--- src/hw/rtl/hli_pkg.sv ---
// Shared types, codes and constants for the hashed log index.
package hli_pkg;

    localparam int unsigned TABLE_ENTRIES_DEF = 1024;
    localparam int unsigned INDEX_ENTRIES_DEF = 1024;

    localparam logic [31:0] OFF_TOMB      = 32'hFFFF_FFFF;
    localparam logic [31:0] LOG_START_RST = 32'd65536;
    localparam logic [31:0] LOG_END_RST   = 32'd1073741824;

    localparam logic [1:0] REQ_GET  = 2'd0;
    localparam logic [1:0] REQ_PUT  = 2'd1;
    localparam logic [1:0] REQ_DEL  = 2'd2;
    localparam logic [1:0] REQ_NONE = 2'd3;

    localparam logic [1:0] ST_OK        = 2'd0;
    localparam logic [1:0] ST_NOT_FOUND = 2'd1;
    localparam logic [1:0] ST_FULL      = 2'd2;

    localparam logic [1:0] CFG_LOG_START = 2'd0;
    localparam logic [1:0] CFG_LOG_END   = 2'd1;

    typedef struct packed {
        logic [1:0]  req_type;
        logic [63:0] key;
        logic [63:0] key_digest;
        logic [31:0] tag;
        logic [31:0] search_tag;
        logic [31:0] record_bytes;
        logic [63:0] version;
    } t_request;

    typedef struct packed {
        logic [1:0]  status;
        logic [31:0] record_offset;
        logic [63:0] found_version;
    } t_result;

    typedef struct packed {
        logic [31:0] tag;
        logic [31:0] offset;
        logic [63:0] key;
        logic [63:0] version;
    } t_bucket;

    typedef enum logic [2:0] {
        S_CLEAR, S_IDLE, S_MOD, S_SETUP, S_READ, S_EVAL, S_WRITE
    } t_state;

    typedef enum logic [2:0] {
        FIN_NONE, FIN_MISS, FIN_FULL, FIN_GET, FIN_PUT, FIN_DEL
    } t_fin;

    typedef struct packed {
        logic clr;
        logic load;
        logic mod_step;
        logic init;
        logic rd;
        logic eval;
        t_fin fin;
    } t_cmd;

    typedef struct packed {
        logic       clr_last;
        logic       mod_last;
        logic [1:0] req_type;
        logic       put_room;
        logic       del_room;
        logic       done;
        logic       hit;
        logic       have;
    } t_stat;

endpackage

--- src/hw/rtl/hli_ctrl.sv ---
// Request sequencer: clear pass, home bucket reduction, probe loop, write back.
module hli_ctrl (
    input  logic           i_clk,
    input  logic           i_rst_n,
    input  logic           i_start,
    input  hli_pkg::t_stat i_stat,
    output hli_pkg::t_cmd  o_cmd,
    output logic           o_busy
);
    import hli_pkg::*;

    t_state r_state;
    t_state n_state;

    always_ff @(posedge i_clk) begin
        if (!i_rst_n) begin
            r_state <= S_CLEAR;
        end else begin
            r_state <= n_state;
        end
    end

    always_comb begin
        n_state = r_state;
        case (r_state)
            S_CLEAR: begin
                if (i_stat.clr_last) n_state = S_IDLE;
            end
            S_IDLE: begin
                if (i_start) n_state = S_MOD;
            end
            S_MOD: begin
                if (i_stat.mod_last) n_state = S_SETUP;
            end
            S_SETUP: begin
                case (i_stat.req_type)
                    REQ_GET, REQ_DEL: n_state = S_READ;
                    REQ_PUT: n_state = i_stat.put_room ? S_READ : S_IDLE;
                    default: n_state = S_IDLE;
                endcase
            end
            S_READ: n_state = S_EVAL;
            S_EVAL: begin
                if (!i_stat.done) begin
                    n_state = S_READ;
                end else begin
                    case (i_stat.req_type)
                        REQ_PUT: n_state = i_stat.have ? S_WRITE : S_IDLE;
                        REQ_DEL: n_state = (i_stat.hit && i_stat.del_room) ? S_WRITE : S_IDLE;
                        default: n_state = S_IDLE;
                    endcase
                end
            end
            S_WRITE: n_state = S_IDLE;
            default: n_state = S_IDLE;
        endcase
    end

    always_comb begin
        o_cmd  = '{default: '0, fin: FIN_NONE};
        o_busy = (r_state != S_IDLE);
        case (r_state)
            S_CLEAR: o_cmd.clr = 1'b1;
            S_IDLE: o_cmd.load = i_start;
            S_MOD: o_cmd.mod_step = 1'b1;
            S_SETUP: begin
                case (i_stat.req_type)
                    REQ_GET, REQ_DEL: o_cmd.init = 1'b1;
                    REQ_PUT: begin
                        if (i_stat.put_room) o_cmd.init = 1'b1;
                        else o_cmd.fin = FIN_FULL;
                    end
                    default: o_cmd.fin = FIN_MISS;
                endcase
            end
            S_READ: o_cmd.rd = 1'b1;
            S_EVAL: begin
                o_cmd.eval = 1'b1;
                if (i_stat.done) begin
                    case (i_stat.req_type)
                        REQ_GET: o_cmd.fin = i_stat.hit ? FIN_GET : FIN_MISS;
                        REQ_PUT: begin
                            if (!i_stat.have) o_cmd.fin = FIN_FULL;
                        end
                        REQ_DEL: begin
                            if (!i_stat.hit) o_cmd.fin = FIN_MISS;
                            else if (!i_stat.del_room) o_cmd.fin = FIN_FULL;
                        end
                        default: o_cmd.fin = FIN_MISS;
                    endcase
                end
            end
            S_WRITE: o_cmd.fin = (i_stat.req_type == REQ_PUT) ? FIN_PUT : FIN_DEL;
            default: ;
        endcase
    end

endmodule

--- config.mk ---
export PLATFORM = sky130hd
export DESIGN_NAME = hli_ctrl
export DESIGN_NICKNAME = d
export VERILOG_FILES = /design/src/hw/rtl/hli_pkg.sv /design/src/hw/rtl/hli_ctrl.sv
export SDC_FILE = /design/constraint.sdc
export NUM_CORES = 1
export LEC_CHECK = 0
export BUFFER_PORTS_ARGS = -buffer_cell sky130_fd_sc_hd__buf_2
export CAP_MARGIN = 20
export CORE_AREA = 4 4 41 43
export CTS_CLUSTER_DIAMETER = 200
export DETAILED_ROUTE_END_ITERATION = 8
export DIE_AREA = 0 0 45 47
export PLACE_DENSITY = 0.69
export SYNTH_ARGS = -nofsm -noshare
export SYNTH_HDL_FRONTEND = slang
export SYNTH_SLANG_ARGS = --single-unit
--- constraint.sdc ---
create_clock -name i_clk -period 1.95 [get_ports i_clk]
set_input_delay 0.39 -clock i_clk [delete_from_list [all_inputs] [get_ports i_clk]]
set_output_delay 0.39 -clock i_clk [all_outputs]
set_load 0.01 [all_outputs]
==> impl_metrics.tcl <==
set metrics [dict create \
    grt_max_degree 13 \
    worst-r2r-cell-count 3 \
    hold_depth 2 \
    crit_arrival_ps 1450 \
    synthDistinctLibCells 31 \
    antenna_found_initial 0 \
    clock-root-buffer "clkbuf_4" \
    synth_area_per_cell_um2 7.87 \
    clock_latency_ps 230 \
    cts_buffer_depth 2 \
    fin_util_pct 47.1 \
    cp_cell_sequence "buf_2, inv_2, ha_4, nor2b_2, o21ai_0, a211o_1, o21ai_1, buf_2" \
    cts_tree "built" \
    met1_length_um 516 \
    clkSinkCount 3 \
    final_hold_viol_count 0 \
    n_antenna_cell 0 \
    period_needed_ps 1840 \
    timing.slew.headroom_pct 72.9 \
    setup_viol 0 \
    synth_cells 59 \
    crit_type "input port to output port" \
    status "completed" \
    syn_nets 78 \
    worstMarginPinSlew_ps 406 \
    rows 13 \
    viasPerCell 4.98 \
    drtPass1Iterations 4 \
    max_freq_mhz 542 \
    die_w_um 45 \
    drive_gt1_share_pct 39.0 \
    numCtsBuffers 3 \
    synthToLayoutAreaGrowth_pct 32.1 \
    fin_nets 102 \
    async_reset_ff_share_pct 0 \
    ys_seq_area_share_pct 12.9 \
    drt-initial-drc-count 6 \
    slew_violations 0 \
    timing.final.crit_share_pct 94.6 \
    synth_edf_count 0 \
    leakagePower_nw 0.312 \
    vias 483 \
    final_common_cell "buf_2" \
    fin_hold_ws_ps 398 \
    cp_max_fo 5 \
    clkTransAtPathRegs_ps 30 \
    top_regs "r_state: 3 flops" \
    ir_drop_uv 261 \
    worstPathRequired_ps 1560 \
    yosysWarnings 0 \
    ant_nets 0 \
    dr.max_layer_used "met3" \
    endpoint_kind "output port" \
    worstSetupStartpointType "input port" \
    wl_per_cell_um 11.9 \
    grtUsageTotal_pct 10.8 \
    wl_met3_um 76 \
    crit_path_frequent_cell "buf_2" \
    synthFlopType "dfxtp_1" \
    pwr_density_cell_nw_per_um2 441 \
    top_register "r_state" \
    maxCapViolCount 0 \
    clock_skew_ps 1.83 \
    io_pins 22 \
    finalWirelength_um 1150 \
    htree_num_levels 1 \
    routabilityCongestion 0.799 \
    portBuffers 21 \
    largest_reg_flops 3 \
    first_global_vias 425 \
    drc 0 \
    slowest_delay_ps 280 \
    dr_wl_met2_um 559 \
    dp_hpwl_um 919 \
    overflow 0 \
    die-area_um2 2120 \
    final_cell_mix "buf_2, nand2_1, ha_1" \
    die_h_um 47 \
    cpMaxStageDelayCell "a211o_1" \
    synth_area_um2 464 \
    start_util_pct 35.7 \
    grt_pass1_wl_um 1700 \
    hp-class "input port to flip-flop" \
    core_um2 1300 \
    ys_seq_elements 3 \
]
power by group:
group,switching [W],internal [W]
sequential,0.00000988,0.0000658
combinational,0.0000462,0.0000420
clock,0.0000299,0.0000765
final timing paths:
path | start | endpoint | slack, ps
max | i_stat[5] | o_cmd[1] | 110
min | i_rst_n | r_state[2] | 400
max reg2reg | r_state[1] | r_state[0] | 640
min reg2reg | r_state[1] | r_state[0] | 710
critical path: cells and delay by family:
kind                     cells  cell delay [ps]
buffers and inverters        3              360
AO/OA/AOI/OAI                3              420
adder cells (fa/ha/maj)      1              150
AND/OR/NAND/NOR              1              130
kinds of logic (layout without fill, tap and decap cells):
group,count (synthesis),count (layout),share of synthesized area (%)
and+or+nand+nor,23,23,31.3
AOI/OAI and AO/OA,17,17,25.3
buffers and inverters,8,31,9.16
adders and majority gates,7,7,18.9
DFF,3,3,12.9
muxes,1,1,2.43
cell type report:
class	instances	area (um2)
Fill cell	145	688
Sequential cell	3	60.1
Tap cell	15	18.8
Inverter	5	18.8
Timing Repair Buffer	22	113
Multi-Input combinational cell	48	377
Clock buffer	4	26.3
synth_stat cells, types with 2 or more instances:
cell type  number  area [um2]
a21oi_1         3        15.0
inv_1           5        18.8
dfxtp_1         3        60.1
o31ai_1         2        15.0
o21ai_0         2        10.0
nor2_1          5        18.8
a211oi_1        2        15.0
ha_1            7        87.6
nand2b_1        3        18.8
nand2_1         6        22.5
per-layer routing:
layer	global-route usage (%)	vias up
li1	-	260
met4	3.51	0
met3	2.68	0
met1	12.7	210
met5	0	-
met2	19.2	13
timing repair:
action | CTS | global route
hold buffers | 0 | 0
endpoints found under the setup margin | 0 | 2
setup buffers | 0 | 0
endpoints found under the hold margin | 0 | 0
resized for setup | 0 | 4
metrics by stage:
step,total power [W],setup TNS [ps],worst slack (ps),cells,instance area (um2)
finish,0.000270,0,106,97,613
floorplan,0.000130,0,330,59,464
global route,0.000292,-27.1,-27.1,97,613
detailed placement,0.000162,0,43.8,93,572
global placement,0.000160,0,84.1,93,572
CTS,0.000273,0,42.1,97,598
Note: power is estimated with default switching activity, not from simulation.
